File: config.mk
export PLATFORM = sky130hd
export DESIGN_NAME = flash_block_protect_unit
export DESIGN_NICKNAME = d
export VERILOG_FILES = /design/src/design/fbp_pkg.sv /design/src/design/flash_block_protect_unit.sv
export SDC_FILE = /design/constraint.sdc
export NUM_CORES = 1
export LEC_CHECK = 0
export ABC_AREA = 0
export BUFFER_PORTS_ARGS = -buffer_cell sky130_fd_sc_hd__buf_4
export CAP_MARGIN = 20
export CELL_PAD_IN_SITES_DETAIL_PLACEMENT = 1
export CELL_PAD_IN_SITES_GLOBAL_PLACEMENT = 2
export CORE_MARGIN = 5
export CORE_UTILIZATION = 38
export DETAILED_ROUTE_END_ITERATION = 6
export PLACE_DENSITY_LB_ADDON = 0.3
export SYNTH_ARGS = -nofsm -noshare
export SYNTH_HDL_FRONTEND = slang
export SYNTH_SLANG_ARGS = --single-unit
File: constraint.sdc
create_clock -name i_clk -period 10.7 [get_ports i_clk]
set_input_delay 0.535 -clock i_clk [delete_from_list [all_inputs] [get_ports i_clk]]
set_output_delay 0.535 -clock i_clk [all_outputs]
set_load 0.02 [all_outputs]
File: src/design/fbp_pkg.sv
// ============================================================================
// Flash block protect package
// Types, field widths and codes shared by the block protection unit.
// ============================================================================
`default_nettype none

package fbp_pkg;

    localparam int REGION_W = 26;
    localparam int WORD_W   = 16;

    typedef logic [1:0]          t_func;
    typedef logic [1:0]          t_status;
    typedef logic [2:0]          t_lock;
    typedef logic [1:0]          t_cfg_index;
    typedef logic [4:0]          t_cfg_data;
    typedef logic [REGION_W-1:0] t_region;
    typedef logic [WORD_W-1:0]   t_word;

    localparam t_func FUNC_QUERY = 2'd0;
    localparam t_func FUNC_SET   = 2'd1;
    localparam t_func FUNC_LOAD  = 2'd2;
    localparam t_func FUNC_NOP   = 2'd3;

    localparam t_status ST_OK      = 2'd0;
    localparam t_status ST_NOT_END = 2'd1;
    localparam t_status ST_BAD_SZ  = 2'd2;
    localparam t_status ST_SEC     = 2'd3;

    localparam t_lock LOCK_PRESERVE = 3'd0;
    localparam t_lock LOCK_NONE     = 3'd1;
    localparam t_lock LOCK_PIN      = 3'd2;
    localparam t_lock LOCK_REBOOT   = 3'd3;
    localparam t_lock LOCK_PERM     = 3'd4;

    localparam t_cfg_index CFG_SIZE_SHIFT = 2'd0;
    localparam t_cfg_index CFG_GRAN_SHIFT = 2'd1;
    localparam t_cfg_index CFG_BP_WIDTH   = 2'd2;

    localparam logic [4:0] SIZE_SHIFT_RST = 5'd24;
    localparam logic [4:0] GRAN_SHIFT_RST = 5'd18;
    localparam logic [2:0] BP_WIDTH_RST   = 3'd3;
    localparam logic [2:0] BP_WIDTH_FOUR  = 3'd4;

    localparam t_word PROT_MASK = 16'h407C;
    localparam t_word SRP_MASK  = 16'h0180;

    localparam int BIT_TB3  = 5;
    localparam int BIT_SEC  = 6;
    localparam int BIT_TB4  = 6;
    localparam int BIT_SRP0 = 7;
    localparam int BIT_SRP1 = 8;
    localparam int BIT_CMP  = 14;

    typedef struct packed {
        t_func   func;
        t_region region_base;
        t_region region_size;
        t_status status;
        t_word   word;
    } t_stage;

endpackage

`default_nettype wire

File: src/design/flash_block_protect_unit.sv
// ============================================================================
// Flash block protect unit
// Keeps a serial NOR flash status word and encodes or decodes its block
// protection bits (BP, TB, CMP, SEC, SRP) into byte regions.
// ============================================================================
// The unit accepts one item per clock and returns one result per item. An
// accepted item is registered in the first stage, and its result is then
// registered on the outputs, where it stays until it is taken. Only a stalled
// output slows the unit: it then holds one result and one more item before
// it stalls its input. The first stage applies a set or raw load to the
// status word, so the next item sees the updated word at once; the second
// stage decodes the new word into the protected region and checks coverage
// for a query. Configuration is written through a separate port that is
// always ready and must only be used while no item is in flight.
`default_nettype none

module flash_block_protect_unit #(
    parameter int MAX_SIZE_SHIFT = 25
) (
    input  wire                 i_clk,
    input  wire                 i_rst_n,

    input  wire                 i_cfg_valid,
    output logic                o_cfg_ready,
    input  fbp_pkg::t_cfg_index i_cfg_index,
    input  fbp_pkg::t_cfg_data  i_cfg_data,

    input  wire                 i_in_valid,
    output logic                o_in_stall,
    input  fbp_pkg::t_func      i_func,
    input  fbp_pkg::t_region    i_region_base,
    input  fbp_pkg::t_region    i_region_size,
    input  fbp_pkg::t_lock      i_lock_mode,
    input  fbp_pkg::t_word      i_raw_status,

    output logic                o_out_valid,
    input  wire                 i_out_stall,
    output fbp_pkg::t_status    o_status,
    output logic                o_covered,
    output fbp_pkg::t_region    o_prot_offset,
    output fbp_pkg::t_region    o_prot_size,
    output fbp_pkg::t_word      o_status_out
);

    import fbp_pkg::*;

    localparam int AW = (MAX_SIZE_SHIFT + 2 > REGION_W + 2) ? MAX_SIZE_SHIFT + 2
                                                             : REGION_W + 2;

    function automatic logic [5:0] f_log2(input logic [AW-1:0] v);
        logic [5:0] r;
        r = '0;
        for (int i = 0; i < AW; i++) begin
            if (v[i]) begin
                r = r | 6'(i);
            end
        end
        return r;
    endfunction

    logic [4:0] r_size_shift;
    logic [4:0] r_gran_shift;
    logic [2:0] r_bp_width;
    t_word      r_status_word;
    logic       r_s1_valid;
    t_stage     r_s1;
    logic       r_out_valid;
    t_status    r_status;
    logic       r_covered;
    t_region    r_prot_offset;
    t_region    r_prot_size;
    t_word      r_status_out;

    logic          four;
    logic [5:0]    fss;
    logic [AW-1:0] fs;
    logic          s1_adv;
    logic          in_acc;

    logic [AW-1:0] s_off;
    logic [AW-1:0] s_size;
    logic          s_tb;
    logic          s_cmp;
    logic [AW-1:0] s_sz2;
    logic          s_pow2;
    logic [5:0]    s_lg;
    logic [6:0]    s_bp;
    logic          s_bad;
    t_status       n_set_status;
    t_word         s_mask;
    t_word         s_val;
    t_word         n_word;
    t_status       n_status;

    logic          d_ok;
    logic [3:0]    d_bp;
    logic          d_tb;
    logic [6:0]    d_exp;
    logic [5:0]    d_eff;
    logic [AW-1:0] d_raw;
    logic [AW-1:0] d_size;
    logic [AW-1:0] d_off;
    logic [AW-1:0] d_end;
    logic [AW-1:0] q_end;
    logic          n_covered;
    t_status       n_out_status;

    assign o_cfg_ready = 1'b1;
    assign four        = (r_bp_width == BP_WIDTH_FOUR);
    assign fss         = ({1'b0, r_size_shift} > 6'(MAX_SIZE_SHIFT)) ? 6'(MAX_SIZE_SHIFT)
                                                                     : {1'b0, r_size_shift};
    assign fs          = AW'(1) << fss;

    assign s1_adv     = !r_out_valid || !i_out_stall;
    assign o_in_stall = r_s1_valid && !s1_adv;
    assign in_acc     = i_in_valid && !o_in_stall;

    // Set: encode the region into protection bits and merge them; load: take the raw word.
    always_comb begin
        s_off  = AW'(i_region_base);
        s_size = AW'(i_region_size);
        s_tb   = (s_off == '0);
        s_cmp  = 1'b0;
        s_sz2  = s_size;
        if (s_size > (fs >> 1)) begin
            s_cmp = 1'b1;
            s_sz2 = fs - s_size;
            s_tb  = !s_tb;
        end
        s_pow2 = ((s_sz2 & (s_sz2 - AW'(1))) == '0);
        s_lg   = f_log2(s_sz2);
        s_bp   = {1'b0, s_lg} - {2'b00, r_gran_shift} + 7'd1;
        s_bad  = (s_sz2 != '0) && (!s_pow2 || (s_lg < {1'b0, r_gran_shift})
                 || (s_bp > (four ? 7'd15 : 7'd7)));
        if (s_off != '0 && (s_off + s_size) != fs) begin
            n_set_status = ST_NOT_END;
        end else if (s_size > fs || s_bad) begin
            n_set_status = ST_BAD_SZ;
        end else begin
            n_set_status = ST_OK;
        end
        if (s_sz2 == '0) begin
            s_bp = '0;
        end
        s_mask = PROT_MASK;
        s_val  = WORD_W'({s_bp[3:0], 2'b00});
        s_val[four ? BIT_TB4 : BIT_TB3] = s_tb;
        s_val[BIT_CMP] = s_cmp;
        case (i_lock_mode) inside
            LOCK_NONE, LOCK_PIN, LOCK_REBOOT, LOCK_PERM: begin
                s_mask = s_mask | SRP_MASK;
                s_val[BIT_SRP0] = (i_lock_mode == LOCK_PIN) || (i_lock_mode == LOCK_PERM);
                s_val[BIT_SRP1] = (i_lock_mode == LOCK_REBOOT) || (i_lock_mode == LOCK_PERM);
            end
            default: begin
            end
        endcase
        n_word   = r_status_word;
        n_status = ST_OK;
        if (i_func == FUNC_SET) begin
            n_status = n_set_status;
            if (n_set_status == ST_OK) begin
                n_word = (r_status_word & ~s_mask) | (s_val & s_mask);
            end
        end else if (i_func == FUNC_LOAD) begin
            n_word = i_raw_status;
        end
    end

    // Decode the word left by the item and check coverage for a query.
    always_comb begin
        d_ok  = !(!four && r_s1.word[BIT_SEC]);
        d_bp  = four ? r_s1.word[5:2] : {1'b0, r_s1.word[4:2]};
        d_tb  = four ? r_s1.word[BIT_TB4] : r_s1.word[BIT_TB3];
        d_exp = {2'b00, r_gran_shift} + {3'b000, d_bp} - 7'd1;
        d_eff = (d_exp > {1'b0, fss}) ? fss : d_exp[5:0];
        d_raw = (d_bp != '0) ? (AW'(1) << d_eff) : '0;
        if (r_s1.word[BIT_CMP]) begin
            d_size = fs - d_raw;
            d_tb   = !d_tb;
        end else begin
            d_size = d_raw;
        end
        d_off = d_tb ? '0 : fs - d_size;
        d_end = d_tb ? d_size : fs;
        if (!d_ok) begin
            d_size = '0;
            d_off  = '0;
            d_end  = '0;
        end
        q_end        = AW'(r_s1.region_base) + AW'(r_s1.region_size);
        n_covered    = 1'b0;
        n_out_status = r_s1.status;
        if (r_s1.func == FUNC_QUERY) begin
            if (!d_ok) begin
                n_out_status = ST_SEC;
            end else begin
                n_covered = (d_size != '0) && (AW'(r_s1.region_base) >= d_off)
                            && (q_end <= d_end);
            end
        end
    end

    always_ff @(posedge i_clk) begin
        if (!i_rst_n) begin
            r_size_shift  <= SIZE_SHIFT_RST;
            r_gran_shift  <= GRAN_SHIFT_RST;
            r_bp_width    <= BP_WIDTH_RST;
            r_status_word <= '0;
            r_s1_valid    <= 1'b0;
            r_out_valid   <= 1'b0;
        end else begin
            if (i_cfg_valid) begin
                unique case (i_cfg_index)
                    CFG_SIZE_SHIFT: r_size_shift <= i_cfg_data;
                    CFG_GRAN_SHIFT: r_gran_shift <= i_cfg_data;
                    CFG_BP_WIDTH:   r_bp_width   <= i_cfg_data[2:0];
                    default: begin
                    end
                endcase
            end
            if (in_acc) begin
                r_status_word <= n_word;
            end
            r_s1_valid <= in_acc || (r_s1_valid && !s1_adv);
            if (s1_adv) begin
                r_out_valid <= r_s1_valid;
            end
        end
    end

    always_ff @(posedge i_clk) begin
        if (in_acc) begin
            r_s1.func        <= i_func;
            r_s1.region_base <= i_region_base;
            r_s1.region_size <= i_region_size;
            r_s1.status      <= n_status;
            r_s1.word        <= n_word;
        end
        if (s1_adv && r_s1_valid) begin
            r_status      <= n_out_status;
            r_covered     <= n_covered;
            r_prot_offset <= d_off[REGION_W-1:0];
            r_prot_size   <= d_size[REGION_W-1:0];
            r_status_out  <= r_s1.word;
        end
    end

    assign o_out_valid   = r_out_valid;
    assign o_status      = r_status;
    assign o_covered     = r_covered;
    assign o_prot_offset = r_prot_offset;
    assign o_prot_size   = r_prot_size;
    assign o_status_out  = r_status_out;

    a_covered_ok: assert property (@(posedge i_clk) disable iff (!i_rst_n)
        o_out_valid && o_covered |-> o_status == ST_OK)
        else $error("Covered result carries an error status.");

    a_load_word: assert property (@(posedge i_clk) disable iff (!i_rst_n)
        in_acc && i_func == FUNC_LOAD |=> r_status_word == $past(i_raw_status))
        else $error("Raw load did not replace the status word.");

    a_err_keeps_word: assert property (@(posedge i_clk) disable iff (!i_rst_n)
        in_acc && n_status != ST_OK |=> $stable(r_status_word))
        else $error("Rejected set changed the status word.");

    a_stall_busy: assert property (@(posedge i_clk) disable iff (!i_rst_n)
        o_in_stall |-> r_s1_valid && r_out_valid && i_out_stall)
        else $error("Input stalled while the pipeline can advance.");

endmodule

`default_nettype wire

Word-level counts from Yosys, hierarchy flattened:

Index checks and enable logic that the tools add are counted.

* bits in registers: 174
* input port bits: 85

* $add $sub $neg: 10
* order comparisons: 10
* equality and inequality tests: 16
* shifts and indexed selects: 2
* muxes and demuxes: 82
* bitwise operators: 5
* reductions and logical operators: 38

Operators with widths (number)
* 28-bit two-way mux: 8
* 5-bit two-way mux: 23
* 16-bit two-way mux: 7
* 28-bit logical NOT: 2
* 28-bit nonzero test: 2
* 28-bit subtractor: 2
* 26-bit by 26-bit adder with 27-bit output: 2
* 4-bit two-way mux: 11
* 16-bit AND: 2
* 28-bit AND: 1
* 26-bit by 28-bit greater-or-equal comparator with 1-bit output: 1
* 26-bit by 28-bit greater-than comparator with 1-bit output: 1
* 27-bit by 28-bit <= comparator with 1-bit output: 1
* 27-bit by 28-bit != test with 1-bit output: 1
* 1-bit by 5-bit << shifter with 28-bit output, first input constant: 1
* 1-bit by 6-bit << shifter with 28-bit output, first input constant: 1
* 28-bit by 1-bit subtractor with 28-bit output, second input constant: 1
* 28-bit by 26-bit subtractor with 28-bit output: 1
* 26-bit by 27-bit greater-than comparator with 1-bit output: 1
* 3-bit two-way mux: 9
* 26-bit logical NOT: 1
* 26-bit nonzero test: 1
* 2-bit two-way mux: 10
* 16-bit bitwise mux: 1
* 29 further kinds: 72

Logic depth before layout (Yosys ltp):

* depth after elaboration: 47
* mapped depth: 49

Worst setup path before layout:

No wires, ideal clock.

* kind: register -> register
* start point: reg r_bp_width[0]
* end point: reg r_covered (netlist: o_covered), data pin
* setup time: 257 ps
* arrival time: 8885 ps
* required time: 10443 ps
* path slack: 1558 ps
* stages on the path, launching flop included: 46
* path buffers: 2
* period minus slack after synthesis: 9142 ps
* cells stage by stage: dfxtp_1 nor2_1 and2_1 clkbuf_1 nand2_1 ha_1 inv_1 ha_1 a21oi_1 and3_1 nor2_1 ha_1 mux2i_1 a21o_1 and3_1 buf_2 mux2i_1 nor2_1 (+10 left out) nand2_1 o21bai_1 a21oi_1 o311ai_0 nand3_1 a221oi_1 nor3_1 or3_1 o21bai_1 nand2_1 or2_2 ha_1 and4_1 a2111oi_0 nand2_1 nor4_1 a211o_1 nor3_1

* cells in the longest elaborated chain, start to end: 18
* elaborated cells on any way between the ends: 29

RTL lines
* from (decl): line flash_block_protect_unit.sv:63 `logic [2:0] r_bp_width;`
* from (signal assigned): line flash_block_protect_unit.sv:217 `CFG_BP_WIDTH: r_bp_width <= i_cfg_data[2:0];`
* 3-bit == test *: line flash_block_protect_unit.sv:109 `assign four = (r_bp_width == BP_WIDTH_FOUR);`
* 4-bit two-way mux: line flash_block_protect_unit.sv:173 `d_bp = four ? r_s1.word[5:2] : {1'b0, r_s1.word[4:2]};`
* 5-bit by 4-bit adder with 6-bit output: line flash_block_protect_unit.sv:175 `d_exp = {2'b00, r_gran_shift} + {3'b000, d_bp} - 7'd1;`
* 6-bit by 1-bit subtractor with 7-bit output: line flash_block_protect_unit.sv:175
* 7-bit by 5-bit greater-than comparator with 1-bit output: line flash_block_protect_unit.sv:176 `d_eff = (d_exp > {1'b0, fss}) ? fss : d_exp[5:0];`
* 6-bit two-way mux: line flash_block_protect_unit.sv:176
* 1-bit by 6-bit << shifter with 28-bit output: line flash_block_protect_unit.sv:177 `d_raw = (d_bp != '0) ? (AW'(1) << d_eff) : '0;`
* 28-bit two-way mux: line flash_block_protect_unit.sv:177
* (+2 left out)
* 28-bit subtractor: line flash_block_protect_unit.sv:184 `d_off = d_tb ? '0 : fs - d_size;`
* 28-bit two-way mux: line flash_block_protect_unit.sv:184
* 28-bit two-way mux: line flash_block_protect_unit.sv:186 `if (!d_ok) begin`
* 26-bit by 28-bit greater-or-equal comparator with 1-bit output: line flash_block_protect_unit.sv:198 `n_covered = (d_size != '0) && (AW'(r_s1.region_base) >= d_off)`
* 1-bit logical AND: line flash_block_protect_unit.sv:198
* 1-bit logical AND: line flash_block_protect_unit.sv:199 `&& (q_end <= d_end);`
* 1-bit two-way mux *: line flash_block_protect_unit.sv:195 `if (!d_ok) begin`
* 1-bit two-way mux *: line flash_block_protect_unit.sv:194 `if (r_s1.func == FUNC_QUERY) begin`
* to (signal assigned): line flash_block_protect_unit.sv:242 `r_covered <= n_covered;`
* to (decl): line flash_block_protect_unit.sv:69 `logic r_covered;`

Mark *: on every way between the ends. The rest lies on a longest branch, timed or not. The select of a mux whose other input is x is not followed.
A chain may end at the register's enable or synchronous reset.

Final worst setup path:

Ends and elaborated chain as after synthesis.

==> summary.txt <==
global-route usage over all layers = 0.277
largest family of logic cells by synthesized area = compound AO/OA/AOI/OAI gates
Final HPWL DP = 61200 µm
Rows = 80
Worst Hold Class = input port to flip-flop
met3 GRT Util = 0.0446
Post-CTS Hold Fix Bufs = 0
CTS tree = yes
DRT antenna net count = 0
TritonRoute pass-1 iters = 5
Distinct cells, synth = 104
H-tree lvl count = 4
DR vias/cell = 6.01
top cell type's share of synthesized area = 0.236
Synth Area in Compound Gates = 0.223
syn_area_per_cell = 8.41 µm²
Seq pwr share = 0.265
Power per Cell Area = 148 nW/µm²
Die H = 229 µm
sequential fraction of the synthesis area = 0.270
Synth Cell Area = 18200 µm²
status = finished clean
Clock Root Buffer = clkbuf_16
Filler cells = 5654
Final Routed Wirelength = 74200 µm
cells after synthesis = 2164
layout cell share with drive strength beyond 1 = 0.139
setup total negative slack = 0 ns
max incr delay on CP = 0.42 ns
Fmax = 100 MHz
P_int = 1.79 mW
most frequent cells in the layout = ha_1, nand2_1, buf_4
minimum clock period = 9.95 ns
Area after DPL = 20300 µm²
Synth Flop Type = edfxtp_1
ANT cells = 0
fin area = 21000 µm²
Synth async-reset ratio = 0
drt drc = 0
RSZ-0062 raised after global routing = no
global-route wire length before repair = 112000 µm
core area = 47500 µm²
vias in the first global route = 18600
Final Hold Viols = 0
Final Slew Violations = 0
critical path peak fanout = 11
Initial Util = 0.383
IO Port Bufs = 157
GRT met2 Usage = 0.482
simple-gate share of the synthesized area = 0.218
switching part of the total power = 0.424
Crit Path Class = flip-flop to flip-flop
CP Launch Type = flip-flop
post-synthesis mux area share = 0.0147
Die Width = 229 µm
NetSw = 1.32 mW
crit share post-route = 0.930
Post-Synth XOR/XNOR Area = 0.0566
Gate power share = 0.508
nets = 2661
Max transition margin = 0.326
cell mode on critical path = ha_1
WL/cell = 25.1 µm
clk buf depth = 2
Ports = 159
Synth Area in Adders = 0.172
Layout Utilization = 0.442
gr busiest metal = met2
Area Overhead vs Synth = 15.4%
synth top area cells = edfxtp_1, ha_1, nand2_1, xnor2_1, a21oi_1
Finished Layout Cells = 2963
Reg clk slew, reported paths = 0.08 ns
vias post-DR = 17800
initial antenna violation count = 3
Synth area leader = edfxtp_1
Required @ worst endpoint = 10.95 ns
placed insts = 2930
Die Area = 52400 µm²
Max Cap Viol = 0
total CTS buffers = 17
Post-synth EDFFs = 143
GR Util met1 = 0.349
VDD IR max = 0.114 mV
Sink Count = 174
Worst setup EP type = flip-flop
Worst-Skew Late Latency = 0.50 ns
synthesis-stage register bit count = 174
1st-iter DRT viols = 1073
total leakage power = 9.08 nW
worst slew pin tran = 1.01 ns
slowest CP cell = mux2_2
total grt overflow = 0
Clock Skew = 0.0154 ns
largest net degree at the start of global routing = 63
Critical Path AT = 10.20 ns
clock share of power = 0.227
yosys warns = 0
Setup Viol. Count Final = 0
GP Congestion = 0.931
commonest non-fill, non-tap cell in the layout = ha_1
-- sequential cells by signal, indices dropped and copies added (netlist names) --
name	flops
r_s1	72
o_prot_offset	26
o_prot_size	26
o_status_out	16
r_status_word	16
r_gran_shift	5
r_size_shift	5
r_bp_width	3
o_status	2
o_covered	1
o_out_valid	1
r_s1_valid	1
-- worst paths after layout --
check                   start               to  depth (start not counted)  slack [ns]
min reg2reg           r_s1[9]  o_status_out[9]                          0        0.42
max             r_bp_width[0]        o_covered                         40        0.75
min          i_region_base[4]         r_s1[48]                          1        0.24
max reg2reg     r_bp_width[0]        o_covered                         40        0.75
-- through the flow --
stage	power, mW	worst slack, ns	hold slack, ns
after floorplan	1.84	1.56	0.400
after global placement	2.34	0.771	0.404
after detailed placement	2.39	0.430	0.405
after CTS	3.11	0.359	0.199
after global routing	3.29	0.00404	0.220
final	3.11	0.749	0.235
-- critical path, delay by kind of cell (launching register included) --
kind                       cells  cell delay [ns]
buffers and inverters          1             0.04
adders and majority gates      6             1.99
muxes                          2             0.65
AOI/OAI and AO/OA             12             2.82
and+or+nand+nor               18             3.72
xor gates and xnor gates       1             0.16
DFF                            1             0.32
-- power groups by stage --
stage	Sequential [mW]	Clock [mW]	Combinational [mW]
6_report	0.825	0.705	1.58
5_1_grt	0.830	0.750	1.72
4_1_cts	0.825	0.725	1.56
3_5_place_dp	0.840	0	1.55
3_3_place_gp	0.838	0	1.50
2_1_floorplan	0.866	0	0.976
-- synthesized netlist by cell type (all sizes together), types with 33 or more instances --
| cell | number |
|---|---|
| ha | 232 |
| nand3 | 51 |
| inv | 154 |
| xnor2 | 84 |
| a21oi | 141 |
| nor2 | 170 |
| nand4 | 33 |
| edfxtp | 143 |
| nor3 | 69 |
| nand2 | 218 |
| or2 | 38 |
| o21ai | 117 |
| a21o | 63 |
| o21a | 33 |
| o211ai | 45 |
| clkbuf | 43 |
-- cells by family after synthesis --
logic type	Yosys count
and+or+nand+nor	784
AOI/OAI and AO/OA	600
adders and majority gates	245
buffers and inverters	217
DFF	174
xor gates and xnor gates	116
muxes	26
other	2
-- repair_timing --
action                                  CTS  global route
buffers inserted                          0             0
hold endpoints to repair                  0             0
endpoints found under the setup margin    0             1
resized for setup                         0             8
-- per-layer routing --
metal	vias to the layer above	wire length, µm
met5	-	0
met3	133	3510
met1	8867	32100
li1	8356	-
met4	0	2590
met2	440	36000
-- final cells by class --
class / instances / area, µm² / area share
Clock inverter: 15 / 216 / 0.0103
Inverter: 159 / 598 / 0.0285
Clock buffer: 17 / 425 / 0.0203
Multi-Input combinational cell: 1775 / 12500 / 0.596
Sequential cell: 174 / 4910 / 0.234
Tap cell: 615 / 769 / 0.0366
Timing Repair Buffer: 208 / 1560 / 0.0743
Power figures use the tool's default switching activity.
